$ cat src/rtl/bhd_ram.sv
module bhd_ram #(
    parameter int WIDTH = 8,
    parameter int DEPTH = 16,
    localparam int AW = (DEPTH > 1) ? $clog2(DEPTH) : 1
) (
    input  logic             clk,
    input  logic             we,
    input  logic [AW-1:0]    waddr,
    input  logic [WIDTH-1:0] wdata,
    input  logic [AW-1:0]    raddr,
    output logic [WIDTH-1:0] rdata
);

    logic [WIDTH-1:0] mem [DEPTH];

    // Single write port and one registered read port.
    always_ff @(posedge clk)
    begin
        if (we)
        begin
            mem[waddr] <= wdata;
        end
        rdata <= mem[raddr];
    end

endmodule

$ cat config.mk
export PLATFORM = sky130hd
export DESIGN_NAME = bhd_ram
export DESIGN_NICKNAME = d
export VERILOG_FILES = /design/src/rtl/bhd_ram.sv
export SDC_FILE = /design/constraint.sdc
export NUM_CORES = 1
export LEC_CHECK = 0
export ABC_AREA = 1
export BUFFER_PORTS_ARGS = -buffer_cell sky130_fd_sc_hd__clkbuf_2
export CAP_MARGIN = 0
export CORE_ASPECT_RATIO = 0.9
export CORE_MARGIN = 8
export CORE_UTILIZATION = 40
export DETAILED_ROUTE_END_ITERATION = 7
export PLACE_DENSITY = 0.63
export REMOVE_ABC_BUFFERS = 1
export SYNTH_ARGS = -nofsm -noshare
export SYNTH_HDL_FRONTEND = slang
export SYNTH_SLANG_ARGS = --single-unit
export TNS_END_PERCENT = 50
$ cat constraint.sdc
create_clock -name clk -period 1.3 [get_ports clk]
set_input_delay 0.26 -clock clk [delete_from_list [all_inputs] [get_ports clk]]
set_output_delay 0.26 -clock clk [all_outputs]
set_load 0.01 [all_outputs]
==> summary.txt, run 1 <==
Status
  • Outcome: finished clean

Cells and area
  • # diodes: 0
  • FILL cells: 1289
  • Register area: 4000 um2
  • Design area: 6880 um2
  • Multi-input gate area: 1210 um2
  • Synth-to-layout area growth: 19.4%
  • Fin nets: 618
  • Share of layout cells above drive strength 1: 0.135
  • Layout Cells excl Fill: 806

Timing
  • # setup viols final: 0
  • Crit share post-route: 0.894
  • Relative slew slack: 0.684
  • Period minus WS final: 1.16 ns
  • Slew @ Worst Pin: 0.474 ns
  • Final hold viol count: 0
  • Hold WS: 0.245 ns
  • Slew Viols, Final: 0
  • Unrepaired setup endpoints after global routing: false
  • Max Freq: 860 MHz
  • Setup Skew: 0.00905 ns
  • Final setup TNS: 0 ns

Pwr
  • Logic pwr share: 0.062
  • Leak: 3.00 nW
  • Reg power frac: 0.464
  • Switching pwr: 0.00216 W
  • Switching share of power: 0.204
  • Max rail drop VDD: 0.967 mV
  • Total power: 0.0106 W
  • Clk network pwr share: 0.474
  • P per Cell Area: 1540 nW/um2
  • Internal power: 0.00847 W

Floorplan
  • Die area: 18500 um2
  • Starting Density: 0.410
  • Ports placed on the boundary: 26
  • Die Y: 130 um
  • Core ar.: 14100 um2
  • Die Wd: 143 um
  • Row cnt: 41

Synthesis
  • Synth Instances: 551
  • Seq/Total Area, Yosys: 0.694
  • Syn_area_per_cell: 10.5 um2
  • Top cell type's share of synthesized area: 0.667
  • Unique masters post-synth: 12
  • Top post-synthesis cells by area: edfxtp_1, nand2_1, nand3_1
  • Largest area contributor in the netlist: edfxtp_1
  • Synthesized area: 5770 um2
  • Yosys warning count: 0
  • Flops & latches, synth: 136

Hold path
  • Hold Crit Start: raddr[3]
  • Hold WC Path Type: input pin to register
  • Hold path endpoint: rdata[2]
  • Hold path cells: 3

Critical path
  • Slowest library cell on the worst path: dfxtp_1
  • R2R setup slack: 0.27 ns
  • Worst path bufs/invs: 1
  • Crit-path max FO: 1
  • FF-to-FF End: rdata[5]
  • CP endpoint kind: primary output
  • R2r worst-path depth: 6
  • R2r startpoint: mem[6][5]
  • Crit path launch: rdata[1]
  • Top delay family on crit path: flip-flops
  • Worst endpoint required time: 1.04 ns
  • CP Class: register to primary output
  • CP cell instances: clkbuf_2
  • Arrival time worst endpoint: 0.90 ns
  • CP startpoint kind: register
  • Crit path largest cell delay: 0.34 ns

Place
  • PortBufs: 25
  • Routability cong.: 0.816
  • DP Cell Count: 774
  • Placed Area: 6260 um2
  • Detailed Place HPWL: 8850 um

Run
  • Max Cap Violations: 0

Global route
  • Initial antenna violation count: 0
  • Gr ovfl total: 0
  • Vias in the first global route: 3965
  • Global-route wire length before repair: 21800 um
  • Largest net degree at the start of global routing: 41
  • Global Route Usage Sum: 0.159

Route
  • WL final: 13700 um
  • Drt initial violations: 359
  • First-pass DRT Iterations: 5
  • Vias: 3906
  • # DRC: 0
  • Post-DR vias/cell: 4.85
  • Post-route ant nets: 0
  • WL per Instance: 17.0 um

Clocking
  • Worst-path clk slew: 0.06 ns
  • Inserted Clock Buffers: 17
  • Hold buffers post-CTS: 0
  • Clock Path Buffers: 2
  • CTS tree: done
  • Htree depth: 4
  • Later-pin clock latency in the skew report: 0.41 ns
  • Clock sink count: 136
  • Root cell of the clock tree: clkbuf_16
  • Number of setup buffers added after CTS: 0
  • Post-cts sizing count: 0
-- cell type report --
cell class	count	area share
Clock inverter	8	0.0207
Multi-Input combinational cell	289	0.176
Clock buffer	24	0.0700
Sequential cell	136	0.582
Inverter	102	0.0556
Tap cell	193	0.0351
Timing Repair Buffer	54	0.0607
-- power groups by stage --
stage / logic (W) / clock network, W / registers (W)
5_1_grt: 0.000722 / 0.00529 / 0.00494
2_1_floorplan: 0.000265 / 0 / 0.00503
4_1_cts: 0.000661 / 0.00512 / 0.00494
6_report: 0.000654 / 0.00504 / 0.00494
3_5_place_dp: 0.000658 / 0 / 0.00503
3_3_place_gp: 0.000647 / 0 / 0.00502
-- placed cells by master (no fill, tap or decap) --
| cell type | synthesis | routed |
|---|---|---|
| clkbuf_1 | 0 | 4 |
| buf_4 | 4 | 23 |
| clkinv_2 | 0 | 2 |
| bufinv_16 | 0 | 4 |
| clkinv_1 | 0 | 1 |
| clkinv_4 | 0 | 1 |
| nand2_1 | 173 | 173 |
| clkbuf_2 | 0 | 25 |
| nand3b_1 | 2 | 2 |
| clkbuf_8 | 0 | 3 |
| inv_2 | 2 | 2 |
| nor2_1 | 17 | 17 |
| clkbuf_16 | 0 | 17 |
| nand3_1 | 97 | 97 |
| dfxtp_1 | 8 | 8 |
| inv_1 | 100 | 100 |
| edfxtp_1 | 128 | 128 |
| buf_12 | 0 | 6 |
-- how the worst max path moves through the flow --
stage	to	slack, ns	cells past startpoint
floorplan	rdata[2]	0.06	6
global placement	rdata[5]	-0.05	8
detailed placement	rdata[5]	-0.08	8
CTS	rdata[1]	0.11	1
global route	rdata[1]	0.08	1
finish	rdata[1]	0.14	1
-- logic make-up after synthesis --
family | count (synthesis) | share of synthesized area
buf+inv | 126 | 0.0952
flops | 136 | 0.694
simple gates | 289 | 0.210
-- through the flow --
step | util | setup WS, ns
global route | 0.490 | 0.0836
finish | 0.490 | 0.138
floorplan | - | 0.0595
CTS | 0.490 | 0.108
global placement | 0.445 | -0.0549
detailed placement | 0.445 | -0.0774
-- cell usage after synthesis, drive strengths merged --
master and n:
nand2 173, edfxtp 128, inv 102, nand3 97, buf 24, nor2 17, dfxtp 8, nand3b 2
-- layer usage --
metal  global-route usage  vias up  wire length, um
li1                     -     1870                -
met1                0.211     1901             6180
met2                0.255      122             6540
met3               0.0376       13              821
met4               0.0506        0              154
met5                    0        -                0
-- state kept, by name, summed over array words and instances (netlist names) --
register	cells
rdata	8
mem	128
Power figures use the tool's default switching activity.
==> run 2, diff against run 1 <==
--- a/config.mk
+++ b/config.mk
@@ -8,11 +8,13 @@
 export ABC_AREA = 1
 export BUFFER_PORTS_ARGS = -buffer_cell sky130_fd_sc_hd__clkbuf_2
 export CAP_MARGIN = 0
+export CELL_PAD_IN_SITES_DETAIL_PLACEMENT = 1
+export CELL_PAD_IN_SITES_GLOBAL_PLACEMENT = 2
 export CORE_ASPECT_RATIO = 0.9
 export CORE_MARGIN = 8
 export CORE_UTILIZATION = 40
 export DETAILED_ROUTE_END_ITERATION = 7
-export PLACE_DENSITY = 0.63
+export PLACE_DENSITY = 0.85
 export REMOVE_ABC_BUFFERS = 1
 export SYNTH_ARGS = -nofsm -noshare
 export SYNTH_HDL_FRONTEND = slang
==> run 2 against run 1 <==
  * First-iteration DRC count is 21% lower
  * Final area is 0.42% lower
  * Clock-buffer cell count down 4
  * Largest power group is now sequential cells
  * Global-route usage up 1.2 points
  * Critical path type unchanged
  * Power shrank 2.0%
  * Register-to-register slack hardly changed
==> summary.txt, run 2 (synthesis results as in run 1) <==
Global route
  • Global Route Usage Sum: 0.172
  • Global-route wire length before repair: 23400 um
  • Gr ovfl total: 0
  • Vias in the first global route: 4300
  • Largest net degree at the start of global routing: 51
  • Initial antenna violation count: 0

Floorplan
  • Die Wd: 143 um
  • Core ar.: 14100 um2
  • Ports placed on the boundary: 26
  • Die area: 18500 um2
  • Die Y: 130 um
  • Row cnt: 41
  • Starting Density: 0.410

Cells and area
  • FILL cells: 1562
  • Fin nets: 620
  • # diodes: 0
  • Most frequent cells in the layout: nand2_1, edfxtp_1, inv_1, nand3_1, buf_4
  • Share of layout cells above drive strength 1: 0.132
  • Multi-input gate area: 1210 um2
  • Commonest non-fill, non-tap cell in the layout: nand2_1
  • Design area: 6860 um2
  • Reg with most FFs: mem
  • Register area: 4000 um2
  • Synth-to-layout area growth: 18.9%
  • Max reg flops: 128
  • Regs by FF count: mem x128, rdata x8
  • Final design utilization: 0.488

Clocking
  • Later-pin clock latency in the skew report: 0.42 ns
  • Worst-path clk slew: 0.05 ns
  • Post-cts sizing count: 0
  • Inserted Clock Buffers: 17
  • Root cell of the clock tree: clkbuf_16
  • Clock sink count: 136
  • Htree depth: 4
  • CTS tree: done
  • Number of setup buffers added after CTS: 0
  • Hold buffers post-CTS: 0
  • Clock Path Buffers: 2

Run
  • Max Cap Violations: 0

Pwr
  • Max rail drop VDD: 1.13 mV
  • P per Cell Area: 1520 nW/um2
  • Leak: 2.99 nW
  • Total power: 0.0104 W

Timing
  • Unrepaired setup endpoints after global routing: false
  • Period minus WS final: 1.17 ns
  • Max Freq: 858 MHz
  • Final hold viol count: 0
  • Slew Viols, Final: 0
  • # setup viols final: 0
  • Slew @ Worst Pin: 0.429 ns
  • Final WS setup: 0.135 ns
  • Relative slew slack: 0.714
  • Crit share post-route: 0.896
  • Final setup TNS: 0 ns
  • Setup Skew: 0.00906 ns

Route
  • First-pass DRT Iterations: 4
  • Drt initial violations: 282
  • WL final: 14700 um
  • Vias: 3939
  • # DRC: 0
  • Post-route ant nets: 0
  • Post-DR vias/cell: 4.88
  • WL per Instance: 18.2 um

Hold path
  • Hold WC Path Type: input pin to register

Critical path
  • Crit-path max FO: 1
  • CP Class: register to primary output
  • Slowest library cell on the worst path: dfxtp_1
  • Crit path largest cell delay: 0.34 ns
  • CP startpoint kind: register
  • Worst path bufs/invs: 1
  • Top delay family on crit path: flip-flops
  • Arrival time worst endpoint: 0.91 ns
  • Worst endpoint required time: 1.04 ns
  • CP cell instances: clkbuf_2
  • CP endpoint kind: primary output

Status
  • Outcome: finished clean

Place
  • Placed Area: 6260 um2
  • Dpl ws: -0.106 ns
  • Detailed Place HPWL: 9410 um
  • PortBufs: 25
  • Routability cong.: 0.783
-- run 2: cell types whose count changed in the layout (fill, tap and decap cells not counted), sizes merged --
cell / before / now
clkbuf: 49 / 45
clkinv: 4 / 8
buf: 29 / 31
-- run 2: metal layers --
layer	GRT usage	wire [um]
met2	0.300	7660
met3	0.0478	720
met1	0.198	6090
met5	0	0
met4	0.0637	231
-- run 2: per-stage QoR --
| step | cells | hold slack [ns] |
|---|---|---|
| finish | 808 | 0.298 |
| global route | 808 | 0.294 |
| CTS | 808 | 0.280 |
| detailed placement | 776 | 0.657 |
| global placement | 776 | 0.650 |
| floorplan | 527 | 0.359 |
-- run 2: power breakdown --
group / total, W / internal, W / switching [W]
logic: 0.000648 / 0.000203 / 0.000444
registers: 0.00494 / 0.00491 / 0.0000322
clock network: 0.00483 / 0.00316 / 0.00167
total: 0.0104 / 0.00827 / 0.00215
-- run 2: layout make-up --
class,instances,share of cell area
clock buffer,20,0.0637
multi-input combinational,289,0.177
clock inverter,12,0.0228
inverter,102,0.0558
tap,193,0.0352
sequential,136,0.584
timing repair buffer,56,0.0613
-- run 2: worst register-to-register path: stages (launching register included) --
cell	delay, ns
edfxtp_1	0.39
inv_1	0.09
nand2_1	0.05
nand3_1	0.09
nand3_1	0.08
nand3_1	0.16
nand2_1	0.07
-- run 2: worst paths after layout --
check,start,to,slack [ns],cells after the start
worst max register to register,mem[7][1],rdata[1],0.27,6
worst min-delay path,raddr[3],rdata[3],0.30,4
worst max-delay path,rdata[6],rdata[6],0.13,1
worst min register to register,mem[10][3],rdata[3],0.65,6
