<file path="src/rtl/bhd_pkg.sv">
package bhd_pkg;

    // Field widths of the words on the channels.
    localparam int NODE_W = 10;
    localparam int HOP_W  = 10;
    localparam int STAT_W = 2;
    localparam int MODE_W = 2;
    localparam int CFG_W  = 11;

    // Largest hop count that can be reported.
    localparam logic [HOP_W-1:0] HOP_MAX = '1;

    // Request modes.
    localparam logic [MODE_W-1:0] MODE_LOAD  = 2'd0;
    localparam logic [MODE_W-1:0] MODE_RUN   = 2'd1;
    localparam logic [MODE_W-1:0] MODE_READ  = 2'd2;
    localparam logic [MODE_W-1:0] MODE_CLEAR = 2'd3;

    // Response status codes.
    localparam logic [STAT_W-1:0] STAT_OK    = 2'd0;
    localparam logic [STAT_W-1:0] STAT_FULL  = 2'd1;
    localparam logic [STAT_W-1:0] STAT_RANGE = 2'd2;

    // Controller states.
    typedef enum logic [3:0] {
        ST_IDLE,
        ST_FILL,
        ST_RD_WAIT,
        ST_CLR,
        ST_SEED,
        ST_POP,
        ST_POP_W,
        ST_ROW1,
        ST_ROW2,
        ST_EDGE_RD,
        ST_EDGE_NB,
        ST_EDGE_VIS
    } state_t;

    // One response word as it travels into the output queue.
    typedef struct packed {
        logic [STAT_W-1:0] status;
        logic [HOP_W-1:0]  distance;
    } rsp_t;

endpackage

</file>
<file path="src/rtl/bhd_out_if.sv">
interface bhd_out_if;
    import bhd_pkg::*;

    logic              valid;
    logic              ready;
    logic [STAT_W-1:0] status;
    logic [HOP_W-1:0]  distance;

    modport source (output valid, output status, output distance, input ready);
    modport sink (input valid, input status, input distance, output ready);
endinterface

</file>
<file path="src/rtl/bhd_out_queue.sv">
module bhd_out_queue (
    input  logic          clk,
    input  logic          rst_n,
    input  logic          push,
    input  bhd_pkg::rsp_t push_word,
    output logic          room,
    bhd_out_if.source     rsp
);
    import bhd_pkg::*;

    rsp_t       q0_reg, q0_next;
    rsp_t       q1_reg, q1_next;
    logic [1:0] count_reg, count_next;
    logic       pop;

    assign rsp.valid    = (count_reg != 2'd0);
    assign rsp.status   = q0_reg.status;
    assign rsp.distance = q0_reg.distance;
    assign pop          = rsp.valid & rsp.ready;
    assign room         = (count_reg != 2'd2);

    // Two-entry queue so a finished word can wait while the next request runs.
    always_comb
    begin
        q0_next    = q0_reg;
        q1_next    = q1_reg;
        count_next = count_reg;
        case ({push, pop})
            2'b10:
            begin
                if (count_reg == 2'd0)
                begin
                    q0_next = push_word;
                end
                else
                begin
                    q1_next = push_word;
                end
                count_next = count_reg + 2'd1;
            end
            2'b01:
            begin
                q0_next    = q1_reg;
                count_next = count_reg - 2'd1;
            end
            2'b11:
            begin
                if (count_reg == 2'd1)
                begin
                    q0_next = push_word;
                end
                else
                begin
                    q0_next = q1_reg;
                    q1_next = push_word;
                end
            end
            default:
            begin
            end
        endcase
    end

    always_ff @(posedge clk or negedge rst_n)
    begin
        if (!rst_n)
        begin
            count_reg <= 2'd0;
        end
        else
        begin
            count_reg <= count_next;
        end
    end

    always_ff @(posedge clk)
    begin
        q0_reg <= q0_next;
        q1_reg <= q1_next;
    end

    // The queue never holds more than two words.
    assert property (@(posedge clk) disable iff (!rst_n) count_reg != 2'd3)
        else $error("output queue count out of range");

    // A push into a full queue would lose a word.
    assert property (@(posedge clk) disable iff (!rst_n) (push && !pop) |-> room)
        else $error("push into full output queue");

    // A word that waits on a stalled receiver stays in place.
    assert property (@(posedge clk) disable iff (!rst_n)
        (rsp.valid && !rsp.ready) |=> (rsp.valid && $stable(q0_reg)))
        else $error("stalled output word changed");

endmodule

</file>
<file path="src/flat_wrapper.sv">
// flat-port wrapper written by rule: the top's interface ports become plain ports
module bhd_out_queue_flat import bhd_pkg::*;
  (clk, rst_n, push, push_word, room, rsp_valid, rsp_status, rsp_distance, rsp_ready);
  bhd_out_if rsp_i ();
  input  logic clk;
  input  logic rst_n;
  input  logic push;
  input  bhd_pkg::rsp_t push_word;
  output logic room;
  output wire logic [$bits(rsp_i.valid)-1:0] rsp_valid;
  output wire logic [$bits(rsp_i.status)-1:0] rsp_status;
  output wire logic [$bits(rsp_i.distance)-1:0] rsp_distance;
  input wire logic [$bits(rsp_i.ready)-1:0] rsp_ready;
  assign rsp_valid = rsp_i.valid;
  assign rsp_status = rsp_i.status;
  assign rsp_distance = rsp_i.distance;
  assign rsp_i.ready = rsp_ready;
  bhd_out_queue u_core (.clk(clk), .rst_n(rst_n), .push(push), .push_word(push_word), .room(room), .rsp(rsp_i));
endmodule
</file>
<file path="config.mk">
export PLATFORM = sky130hd
export DESIGN_NAME = bhd_out_queue_flat
export DESIGN_NICKNAME = d
export VERILOG_FILES = /design/src/rtl/bhd_pkg.sv /design/src/rtl/bhd_out_if.sv /design/src/rtl/bhd_out_queue.sv /design/src/flat_wrapper.sv
export SDC_FILE = /design/constraint.sdc
export NUM_CORES = 1
export LEC_CHECK = 0
export BUFFER_PORTS_ARGS = -buffer_cell sky130_fd_sc_hd__clkbuf_2
export CORE_MARGIN = 10
export CORE_UTILIZATION = 45
export CTS_CLUSTER_SIZE = 12
export DETAILED_ROUTE_END_ITERATION = 8
export PLACE_DENSITY = 0.74
export SLEW_MARGIN = 40
export SYNTH_ARGS = -nofsm -noshare
export SYNTH_HDL_FRONTEND = slang
export SYNTH_SLANG_ARGS = --single-unit
</file>
<file path="constraint.sdc">
create_clock -name clk -period 2.2 [get_ports clk]
set_clock_uncertainty 0.1 [all_clocks]
set_input_delay 0.44 -clock clk [delete_from_list [all_inputs] [get_ports clk]]
set_output_delay 0.44 -clock clk [all_outputs]
set_load 0.01 [all_outputs]
</file>
==> impl_results.rst, run 1 <==
.. list-table::
   :header-rows: 1

   * - Metric
     - Value
   * - Number of buffers inserted during clock tree synthesis
     - 3
   * - Post-route DRC
     - 0
   * - Root Buffer
     - sky130_fd_sc_hd__clkbuf_4
   * - Die boundary width
     - 70.05 µm
   * - GR met1 Demand/Resource
     - 0.09167
   * - Area of the core
     - 2432 µm²
   * - Sequential element share of the synthesized area
     - 0.6837
   * - Final core utilization
     - 0.5833
   * - TritonRoute pass-1 iters
     - 2
   * - Total power
     - 1786 µW
   * - Min Clock Period, post-route
     - 2.046 ns
   * - Syn_area_per_cell
     - 15.66 µm²
   * - Startpoint kind of the worst setup timing path
     - register
   * - Initial detailed-routing violation count
     - 20
   * - Number of unique standard cell types used by synthesis
     - 16
   * - Final total negative setup slack
     - 0 ns
   * - Outcome
     - finished, final reports clean
   * - Biggest fanout along the worst timing path
     - 5
   * - Maximum vdd ir drop
     - 678.9 µV
   * - Clock latency on the worst-skew pair
     - 0.30 ns
   * - Number of filler cells placed in the layout
     - 218
   * - Share of cells above drive strength 1
     - 0.4000
   * - Startpoint of the worst register-to-register path
     - u_core.count_reg[1]$_DFFE_PN0P_
   * - Last weighted congestion value of the routability-driven placer
     - 0.7557
   * - Flip-flop and latch count after synthesis
     - 26
   * - Flip-flop count of the largest register after layout
     - 12
   * - Starting density of the core
     - 0.4635
   * - GR met2 Demand/Resource
     - 0.1531
   * - Number of input and output port buffers inserted
     - 29
   * - Overall die area
     - 4907 µm²
   * - Cell Chain, Critical Path
     - inv_1 -> ha_1 -> nor2b_1 -> buf_4 -> ha_2 -> o21ai_0 -> a22o_1
   * - Crit Path Category
     - reg -> reg
   * - CTS Buffer Depth
     - 2
   * - Maximum clock frequency
     - 488.7 MHz
   * - Vias/cell
     - 4.936
   * - Largest net degree at the start of global routing
     - 16
   * - Max Transition Viols Final
     - 0
   * - Overall Global Routing Usage
     - 0.08586
   * - Number of placement rows
     - 18
   * - Count of mapped cells out of synthesis
     - 72
   * - Power density cells
     - 1259 nW/µm²
   * - Post-layout nets
     - 136
   * - Synthesized net count
     - 97
   * - H-Tree Level Count
     - 1
   * - Via count of the first global-routing pass
     - 780
   * - Die height
     - 70.05 µm
   * - First element of the critical path
     - u_core.count_reg[1]$_DFFE_PN0P_
   * - Hold Vio Cnt, Final
     - 0
   * - Global-route wire length before repair
     - 3525 µm
   * - Ratio of final minimum period to clock period
     - 0.9301
   * - Post-place instance area
     - 1344 µm²
   * - Unrepaired setup endpoints after global routing
     - no
   * - CTS sink count
     - 26
   * - Count of maximum capacitance violations
     - 0
   * - Crit-path max cell delay
     - 0.39 ns
   * - Initial antenna violation count
     - 0
   * - Area delta synth->final
     - 25.86%
   * - Yosys Warn Count
     - 0
   * - Leakage power
     - 0.0006005 µW
   * - Clock-pin transition on the worst setup and hold timing paths
     - 0.14 ns
   * - Wire length after detailed routing
     - 2101 µm
   * - Total area of sequential cells
     - 770.7 µm²
   * - Global-route congestion overflow total
     - 0
   * - CP arrival
     - 2.02 ns
   * - Area occupied by multi-input gates
     - 342.8 µm²
   * - Final instance area
     - 1419 µm²
   * - Met3 layer usage reported by global route
     - 0.03107
   * - Final setup violation count
     - 0
   * - Class of the tightest hold or removal check
     - in -> reg
   * - Grt peak-use layer
     - met2
   * - Ports placed on the boundary
     - 30
   * - CTS tree
     - built
   * - Post-route worst hold slack
     - 0.2105 ns
   * - Worst hold start
     - push_word[7]
   * - Overall via count from detail_route
     - 691
   * - Required @ worst endpoint
     - 2.18 ns
   * - Tightest slew margin relative to the limit
     - 0.7394
   * - Routed Antenna Nets
     - 0
   * - Mean routed wirelength per cell
     - 15.01 µm
   * - Actual transition at the worst max-transition pin
     - 0.3909 ns
   * - Number of buffers inserted to repair setup after CTS
     - 0
   * - Kind of end point of the critical path
     - register
   * - Area of the mapped netlist
     - 1127 µm²
   * - Placed wire-length estimate
     - 1730 µm
   * - Slowest cell on crit path
     - sky130_fd_sc_hd__dfrtp_1
   * - Antenna Cells
     - 0
## critical path: cells and delay by family, from the launching register on
kind | cells | cell delay, ns
compound gates | 2 | 0.44
fa+ha+maj | 2 | 0.44
buf+inv | 2 | 0.25
flops | 1 | 0.39
simple gates | 1 | 0.21
## kinds of logic after synthesis
| kind of cell | Yosys count | synth area share |
|---|---|---|
| xor+xnor | 1 | 0.007771 |
| fa+ha+maj | 9 | 0.09989 |
| compound gates | 23 | 0.1632 |
| simple gates | 5 | 0.01887 |
| flops | 26 | 0.6837 |
| buf+inv | 8 | 0.02664 |
## synth_stat cells (all sizes together)
cell type / n / area, µm²
dfrtp: 2 / 50.05
a21o: 1 / 7.510
a211oi: 1 / 7.510
o21ai: 8 / 58.81
nand2: 4 / 15.01
nor2b: 1 / 6.260
edfxtp: 24 / 720.7
inv: 8 / 30.03
a22o: 12 / 105.1
xnor2: 1 / 8.760
a21oi: 1 / 5.000
ha: 9 / 112.6
## stage by stage
| step | cells | worst slack [ns] |
|---|---|---|
| after floorplan | 72 | 0.01020 |
| after global placement | 135 | 0.1496 |
| after detailed placement | 135 | 0.007508 |
| after CTS | 140 | 0.04408 |
| after global routing | 140 | 0.001011 |
| final | 140 | 0.1537 |
## final timing paths
| path | end | slack, ns | cells past startpoint |
|---|---|---|---|
| max | u_core.rsp.distance[6]$_DFFE_PP_ | 0.15 | 7 |
| max in group asynchronous | u_core.count_reg[1]$_DFFE_PN0P_ | 1.59 | 2 |
| min | u_core.q1_reg[7]$_DFFE_PP_ | 0.21 | 1 |
| max reg2reg | u_core.rsp.distance[6]$_DFFE_PP_ | 0.15 | 7 |
| min reg2reg | u_core.count_reg[1]$_DFFE_PN0P_ | 0.44 | 2 |
| min in group asynchronous | u_core.count_reg[0]$_DFFE_PN0P_ | 0.32 | 2 |
## power breakdown
group          leakage (µW)  total [µW]  switching (µW)  internal, µW
Sequential         0.000258         811            46.3           765
Combinational      0.000315         654             379           276
Clock             0.0000279         320             136           184
## repair_timing
item,in CTS,in global routing
gates resized for setup,1,2
endpoints found under the hold margin,2,0
pin swaps,0,0
hold buffers,1,0
gates cloned,0,0
setup endpoints to repair,12,12
## placed cells by master (no fill, tap or decap), drive strengths merged
cell	instances
o21ai	8
a21oi	1
a22o	12
buf	4
a211oi	1
clkbuf	32
ha	9
nand2	4
dfrtp	2
dlygate4sd3	1
edfxtp	24
xnor2	1
a21o	1
bufinv	1
inv	8
nor2b	1
## per-layer routing
layer | share of wire | up-vias | wire length [µm]
met1 | 0.43 | 326 | 894
met3 | 0.067 | 2 | 141
met2 | 0.50 | 16 | 1052
met4 | 0.0062 | 0 | 13
met5 | 0 | - | 0
li1 | - | 347 | -
## final cells by class
cell class | count | area share
Sequential cell | 26 | 0.5432
Multi-Input combinational cell | 38 | 0.2416
Timing Repair Buffer | 34 | 0.1305
Tap cell | 30 | 0.02646
Clock inverter | 1 | 0.02116
Inverter | 8 | 0.02116
Clock buffer | 3 | 0.01587
Power figures use the tool's default switching activity.
==> run 2: changes to the inputs <==
==> constraint.sdc (replaced) <==
create_clock -name clk -period 2.2 [get_ports clk]
set_clock_uncertainty 0.1 [all_clocks]
set_input_delay 0.44 -clock clk [delete_from_list [all_inputs] [get_ports clk]]
set_output_delay 0.44 -clock clk [all_outputs]
set_load 0.02 [all_outputs]
==> run 2 against run 1 <==
Core utilization rose by 0.10 points. Global-route usage rose by 1.1 points. Register-to-register slack better by 0.02 ns. First-iteration DRC count is 35% higher. Critical path type unchanged. Largest cell class unchanged. Highest routed layer unchanged.
==> impl_results.rst, run 2 (synthesis gave the netlist of run 1 again) <==
.. list-table::
   :header-rows: 1

   * - Metric
     - Value
   * - Initial detailed-routing violation count
     - 27
   * - Ports placed on the boundary
     - 30
   * - Overall Global Routing Usage
     - 0.09672
   * - Share of cells above drive strength 1
     - 0.4091
   * - Most frequent cells in the layout
     - 29 x sky130_fd_sc_hd__clkbuf_2, 24 x sky130_fd_sc_hd__edfxtp_1, 12 x sky130_fd_sc_hd__a22o_1
   * - Number of buffers inserted during clock tree synthesis
     - 3
   * - Kind of end point of the critical path
     - register
   * - Vias/cell
     - 5.014
   * - Worst-case setup margin in the final layout
     - 0.1756 ns
   * - Global-route congestion overflow total
     - 0
   * - CTS tree
     - built
   * - Flip-flop count of the largest register after layout
     - 12
   * - Area occupied by multi-input gates
     - 345.3 µm²
   * - Routed Antenna Nets
     - 0
   * - Number of placement rows
     - 18
   * - Routed length on met2
     - 1184 µm
   * - Die height
     - 70.05 µm
   * - Hold Vio Cnt, Final
     - 0
   * - Post-place instance area
     - 1344 µm²
   * - Class of the tightest hold or removal check
     - in -> reg
   * - Final setup violation count
     - 0
   * - Via count of the first global-routing pass
     - 782
   * - Number of buffers inserted to repair setup after CTS
     - 0
   * - Crit Path Category
     - reg -> reg
   * - Number of input and output port buffers inserted
     - 29
   * - Max layer used
     - met4
   * - Biggest fanout along the worst timing path
     - 5
   * - Post-layout nets
     - 136
   * - Wire length on met1
     - 1008 µm
   * - Largest net degree at the start of global routing
     - 16
   * - Mean routed wirelength per cell
     - 17.24 µm
   * - Ratio of final minimum period to clock period
     - 0.9202
   * - CTS sink count
     - 26
   * - Leakage power
     - 0.0006015 µW
   * - Outcome
     - finished, final reports clean
   * - Final instance area
     - 1421 µm²
   * - Post-placement worst setup slack
     - 0.05473 ns
   * - H-Tree Level Count
     - 1
   * - Initial antenna violation count
     - 0
   * - Clock-pin transition on the worst setup and hold timing paths
     - 0.15 ns
   * - Tightest slew margin relative to the limit
     - 0.7213
   * - Max Transition Viols Final
     - 0
   * - Overall via count from detail_route
     - 702
   * - Maximum vdd ir drop
     - 830.3 µV
   * - Count of maximum capacitance violations
     - 0
   * - Number of filler cells placed in the layout
     - 203
   * - Area of the core
     - 2432 µm²
   * - Overall die area
     - 4907 µm²
   * - Wire length on met3
     - 170 µm
   * - Area delta synth->final
     - 26.08%
   * - Power density cells
     - 1344 nW/µm²
   * - Wire length after detailed routing
     - 2413 µm
   * - Min Clock Period, post-route
     - 2.024 ns
   * - Root Buffer
     - sky130_fd_sc_hd__clkbuf_4
   * - Final total negative setup slack
     - 0 ns
   * - Unrepaired setup endpoints after global routing
     - no
   * - Post-route DRC
     - 0
   * - Antenna Cells
     - 0
   * - Global-route wire length before repair
     - 3843 µm
   * - Starting density of the core
     - 0.4635
   * - Startpoint kind of the worst setup timing path
     - register
   * - Most frequent standard cell in the layout excluding fill and tap cells
     - sky130_fd_sc_hd__clkbuf_2
   * - Actual transition at the worst max-transition pin
     - 0.4179 ns
   * - Die boundary width
     - 70.05 µm
   * - Total area of sequential cells
     - 770.7 µm²
   * - Clock latency on the worst-skew pair
     - 0.33 ns
   * - CTS Buffer Depth
     - 2
   * - Placed wire-length estimate
     - 1831 µm
   * - Last weighted congestion value of the routability-driven placer
     - 0.7391
   * - Maximum clock frequency
     - 494.0 MHz
   * - TritonRoute pass-1 iters
     - 4
   * - CP arrival
     - 2.03 ns
   * - Required @ worst endpoint
     - 2.20 ns
-- run 2: cell count changes in the layout (fill, tap and decap cells not counted) --
cell | previous run | this run
sky130_fd_sc_hd__nor2b_1 | 1 | 0
sky130_fd_sc_hd__nor2b_2 | 0 | 1
-- run 2: worst paths after layout --
path	startpoint	end	slack [ns]	cells after the start
max reg2reg	u_core.count_reg[0]$_DFFE_PN0P_	u_core.rsp.status[1]$_DFFE_PP_	0.18	7
max	u_core.count_reg[0]$_DFFE_PN0P_	u_core.rsp.status[1]$_DFFE_PP_	0.18	7
min reg2reg	u_core.count_reg[1]$_DFFE_PN0P_	u_core.count_reg[1]$_DFFE_PN0P_	0.44	2
max in group asynchronous	rst_n	u_core.count_reg[1]$_DFFE_PN0P_	1.60	2
min	push_word[0]	u_core.q1_reg[0]$_DFFE_PP_	0.20	1
min in group asynchronous	rst_n	u_core.count_reg[0]$_DFFE_PN0P_	0.30	2
-- run 2: area by class of cell --
| class | count | share of cell area |
|---|---|---|
| multi-input combinational | 38 | 0.2430 |
| inverter | 8 | 0.02113 |
| clock buffer | 3 | 0.01585 |
| timing repair buffer | 34 | 0.1303 |
| tap | 30 | 0.02641 |
| clock inverter | 1 | 0.02113 |
| sequential | 26 | 0.5423 |
-- run 2: routing by layer --
| layer | up-vias | track usage |
|---|---|---|
| met5 | - | 0 |
| met4 | 0 | 0.04825 |
| met3 | 6 | 0.02966 |
| met2 | 28 | 0.1631 |
| met1 | 320 | 0.1070 |
| li1 | 348 | - |
-- run 2: what timing repair did --
action / CTS / global route
hold buffers: 1 / 0
gates resized for setup: 0 / 4
endpoints found under the hold margin: 2 / 0
setup endpoints to repair: 0 / 24
-- run 2: worst max-delay path: stages, from the launching register on --
cell and delay [ns]:
sky130_fd_sc_hd__dfrtp_1 0.39, sky130_fd_sc_hd__inv_1 0.07, sky130_fd_sc_hd__ha_1 0.22, sky130_fd_sc_hd__nor2b_2 0.16, sky130_fd_sc_hd__buf_4 0.15, sky130_fd_sc_hd__ha_2 0.24
sky130_fd_sc_hd__o21ai_0 0.19, sky130_fd_sc_hd__a22o_1 0.28
-- run 2: power by group --
part	switching [µW]	total (µW)	internal [µW]
registers	51.6	817	765
logic	482	761	279
clock network	149	333	184
total	682	1910	1230
-- run 2: per-stage QoR --
step | total power (µW) | cells | util | hold slack (ns)
finish | 1911 | 140 | 0.5844 | 0.1971
global route | 2023 | 140 | 0.5844 | 0.1814
CTS | 1909 | 140 | 0.5782 | 0.1911
detailed placement | 1576 | 135 | 0.5525 | 0.1300
global placement | 1540 | 135 | 0.5525 | 0.1252
floorplan | 1304 | 72 | - | 0.04441
==> run 3: changes to the inputs <==
--- a/config.mk
+++ b/config.mk
@@ -5,7 +5,7 @@
 export SDC_FILE = /design/constraint.sdc
 export NUM_CORES = 1
 export LEC_CHECK = 0
-export BUFFER_PORTS_ARGS = -buffer_cell sky130_fd_sc_hd__clkbuf_2
+export BUFFER_PORTS_ARGS = -buffer_cell sky130_fd_sc_hd__buf_2
 export CORE_MARGIN = 10
 export CORE_UTILIZATION = 45
 export CTS_CLUSTER_SIZE = 12
==> run 3 against run 2 <==
Combinational power barely moved. Sequential share of layout area did not move. Clock power decreased by 4%. Die area unchanged. Cell count stayed put. Routed wire length decreased by 3.9%. Core utilization unchanged. Count of clock-buffer cells in the layout unchanged. Critical path type unchanged. Largest power group unchanged. Highest routed layer unchanged.
==> impl_results.rst, run 3 (synthesis gave the netlist of run 1 again) <==
.. list-table::
   :header-rows: 1

   * - Metric
     - Value
   * - Outcome
     - finished, final reports clean
   * - Startpoint of the worst register-to-register path
     - u_core.count_reg[1]$_DFFE_PN0P_
   * - CTS tree
     - built
   * - GR met2 Demand/Resource
     - 0.1631
   * - Area delta synth->final
     - 26.08%
   * - Hold Vio Cnt, Final
     - 0
   * - Placed wire-length estimate
     - 1824 µm
   * - Biggest fanout along the worst timing path
     - 12
   * - Actual transition at the worst max-transition pin
     - 0.4179 ns
   * - Mean routed wirelength per cell
     - 16.56 µm
   * - Most frequent cells in the layout
     - 29 x sky130_fd_sc_hd__buf_2, 24 x sky130_fd_sc_hd__edfxtp_1, 12 x sky130_fd_sc_hd__a22o_1
   * - Number of buffers inserted to repair setup after CTS
     - 0
   * - Max Transition Viols Final
     - 0
   * - Kind of end point of the critical path
     - register
   * - R2R depth
     - 7
   * - Ports placed on the boundary
     - 30
   * - Unrepaired setup endpoints after global routing
     - no
   * - Die boundary width
     - 70.05 µm
   * - CTS sink count
     - 26
   * - Startpoint kind of the worst setup timing path
     - register
   * - Tightest slew margin relative to the limit
     - 0.7208
   * - Global-route congestion overflow total
     - 0
   * - Clock latency on the worst-skew pair
     - 0.31 ns
   * - Number of filler cells placed in the layout
     - 198
   * - Initial antenna violation count
     - 0
   * - Flip-flop count of the largest register after layout
     - 12
   * - CTS Buffer Depth
     - 2
   * - Worst hold start
     - push_word[10]
   * - Maximum clock frequency
     - 491.5 MHz
   * - R2r setup slk
     - 0.17 ns
   * - Number of input and output port buffers inserted
     - 29
   * - Antenna Cells
     - 0
   * - Via count of the first global-routing pass
     - 751
   * - Wire length after detailed routing
     - 2319 µm
   * - Required @ worst endpoint
     - 2.09 ns
   * - Vias/cell
     - 5.086
   * - Global-route wire length before repair
     - 3650 µm
   * - Number of placement rows
     - 18
   * - Die height
     - 70.05 µm
   * - Post-layout nets
     - 136
   * - Met3 layer usage reported by global route
     - 0.03390
   * - Final setup violation count
     - 0
   * - Post-route DRC
     - 0
   * - Overall die area
     - 4907 µm²
   * - Worst Hold End
     - u_core.q1_reg[10]$_DFFE_PP_
   * - Worst-case setup margin in the final layout
     - 0.1652 ns
   * - GR met1 Demand/Resource
     - 0.09873
   * - Min Clock Period, post-route
     - 2.035 ns
   * - Leakage power
     - 0.0005952 µW
   * - CP arrival
     - 1.92 ns
   * - Grt peak-use layer
     - met2
   * - Count of maximum capacitance violations
     - 0
   * - Root Buffer
     - sky130_fd_sc_hd__clkbuf_4
   * - Class of the tightest hold or removal check
     - in -> reg
   * - Power density cells
     - 1332 nW/µm²
   * - Routed Antenna Nets
     - 0
   * - H-Tree Level Count
     - 1
   * - Starting density of the core
     - 0.4635
   * - Initial detailed-routing violation count
     - 28
   * - Area of the core
     - 2432 µm²
   * - Overall via count from detail_route
     - 712
   * - Last weighted congestion value of the routability-driven placer
     - 0.7475
   * - Number of buffers inserted during clock tree synthesis
     - 3
   * - Hold path depth
     - 1
   * - Ratio of final minimum period to clock period
     - 0.9249
   * - Post-placement worst setup slack
     - 0.04184 ns
   * - TritonRoute pass-1 iters
     - 4
   * - Crit Path Category
     - reg -> reg
   * - Most frequent standard cell in the layout excluding fill and tap cells
     - sky130_fd_sc_hd__buf_2
   * - Share of cells above drive strength 1
     - 0.4091
   * - Final total negative setup slack
     - 0 ns
   * - Capturing point of the worst reg2reg path
     - u_core.q1_reg[8]$_DFFE_PP_
   * - Largest net degree at the start of global routing
     - 16
   * - Overall Global Routing Usage
     - 0.09178
   * - Maximum vdd ir drop
     - 747.9 µV
   * - Clock-pin transition on the worst setup and hold timing paths
     - 0.14 ns
-- run 3: changes by cell type in the layout (fill, tap and decap cells not counted), sizes merged --
cell / change
buf: +29
clkbuf: -29
-- run 3: report_power, final --
| group | internal, µW | leakage, µW | total [µW] | switching (µW) |
|---|---|---|---|---|
| Sequential | 765 | 0.000258 | 809 | 44.3 |
| Combinational | 282 | 0.000310 | 763 | 481 |
| Clock | 184 | 0.0000279 | 321 | 137 |
| Total | 1230 | 0.000595 | 1890 | 662 |
-- run 3: worst max path at each step --
stage                                          startpoint                               end  depth (start not counted)
after floorplan           u_core.count_reg[0]$_DFFE_PN0P_        u_core.q1_reg[0]$_DFFE_PP_                          6
after global placement    u_core.count_reg[1]$_DFFE_PN0P_        u_core.q1_reg[9]$_DFFE_PP_                          6
after detailed placement  u_core.count_reg[1]$_DFFE_PN0P_        u_core.q1_reg[9]$_DFFE_PP_                          6
after CTS                 u_core.count_reg[1]$_DFFE_PN0P_        u_core.q1_reg[8]$_DFFE_PP_                          6
after global routing      u_core.count_reg[1]$_DFFE_PN0P_  u_core.rsp.distance[5]$_DFFE_PP_                          7
final                     u_core.count_reg[1]$_DFFE_PN0P_        u_core.q1_reg[8]$_DFFE_PP_                          7
-- run 3: routing by layer --
metal  up-vias  routed length (µm)
met3         2                 151
met5         -                   0
met2        23                1191
li1        347                   -
met1       340                 966
met4         0                   9
-- run 3: area by class of cell --
cell class                 count  area, µm²  share of cell area
multi-input combinational     38      345.3              0.2430
tap                           30      37.54             0.02641
clock inverter                 1      30.03             0.02113
sequential                    26      770.7              0.5423
timing repair buffer          34      185.2              0.1303
clock buffer                   3      22.52             0.01585
inverter                       8      30.03             0.02113
-- run 3: worst max-delay path, cell delays in order, from the launching register on --
cell	delay (ns)
sky130_fd_sc_hd__dfrtp_1	0.42
sky130_fd_sc_hd__inv_1	0.11
sky130_fd_sc_hd__ha_1	0.19
sky130_fd_sc_hd__nor2b_2	0.06
sky130_fd_sc_hd__inv_1	0.06
sky130_fd_sc_hd__ha_1	0.20
sky130_fd_sc_hd__o21ai_0	0.18
sky130_fd_sc_hd__a21oi_4	0.39
-- run 3: per-stage QoR --
step           hold slack, ns  cells  instance area [µm²]  power, µW  utilization
6_report               0.2068    140                 1421       1893       0.5844
5_1_grt                0.1727    140                 1421       2011       0.5844
4_1_cts                0.1935    140                 1406       1901       0.5782
3_5_place_dp           0.1269    135                 1344       1577       0.5525
3_3_place_gp           0.1243    135                 1344       1538       0.5525
2_1_floorplan         0.04441     72                 1131       1304            -
-- run 3: what timing repair did --
item	CTS	global route
hold buffers	1	0
gates resized for setup	0	4
setup endpoints to repair	0	24
hold endpoints to repair	2	0
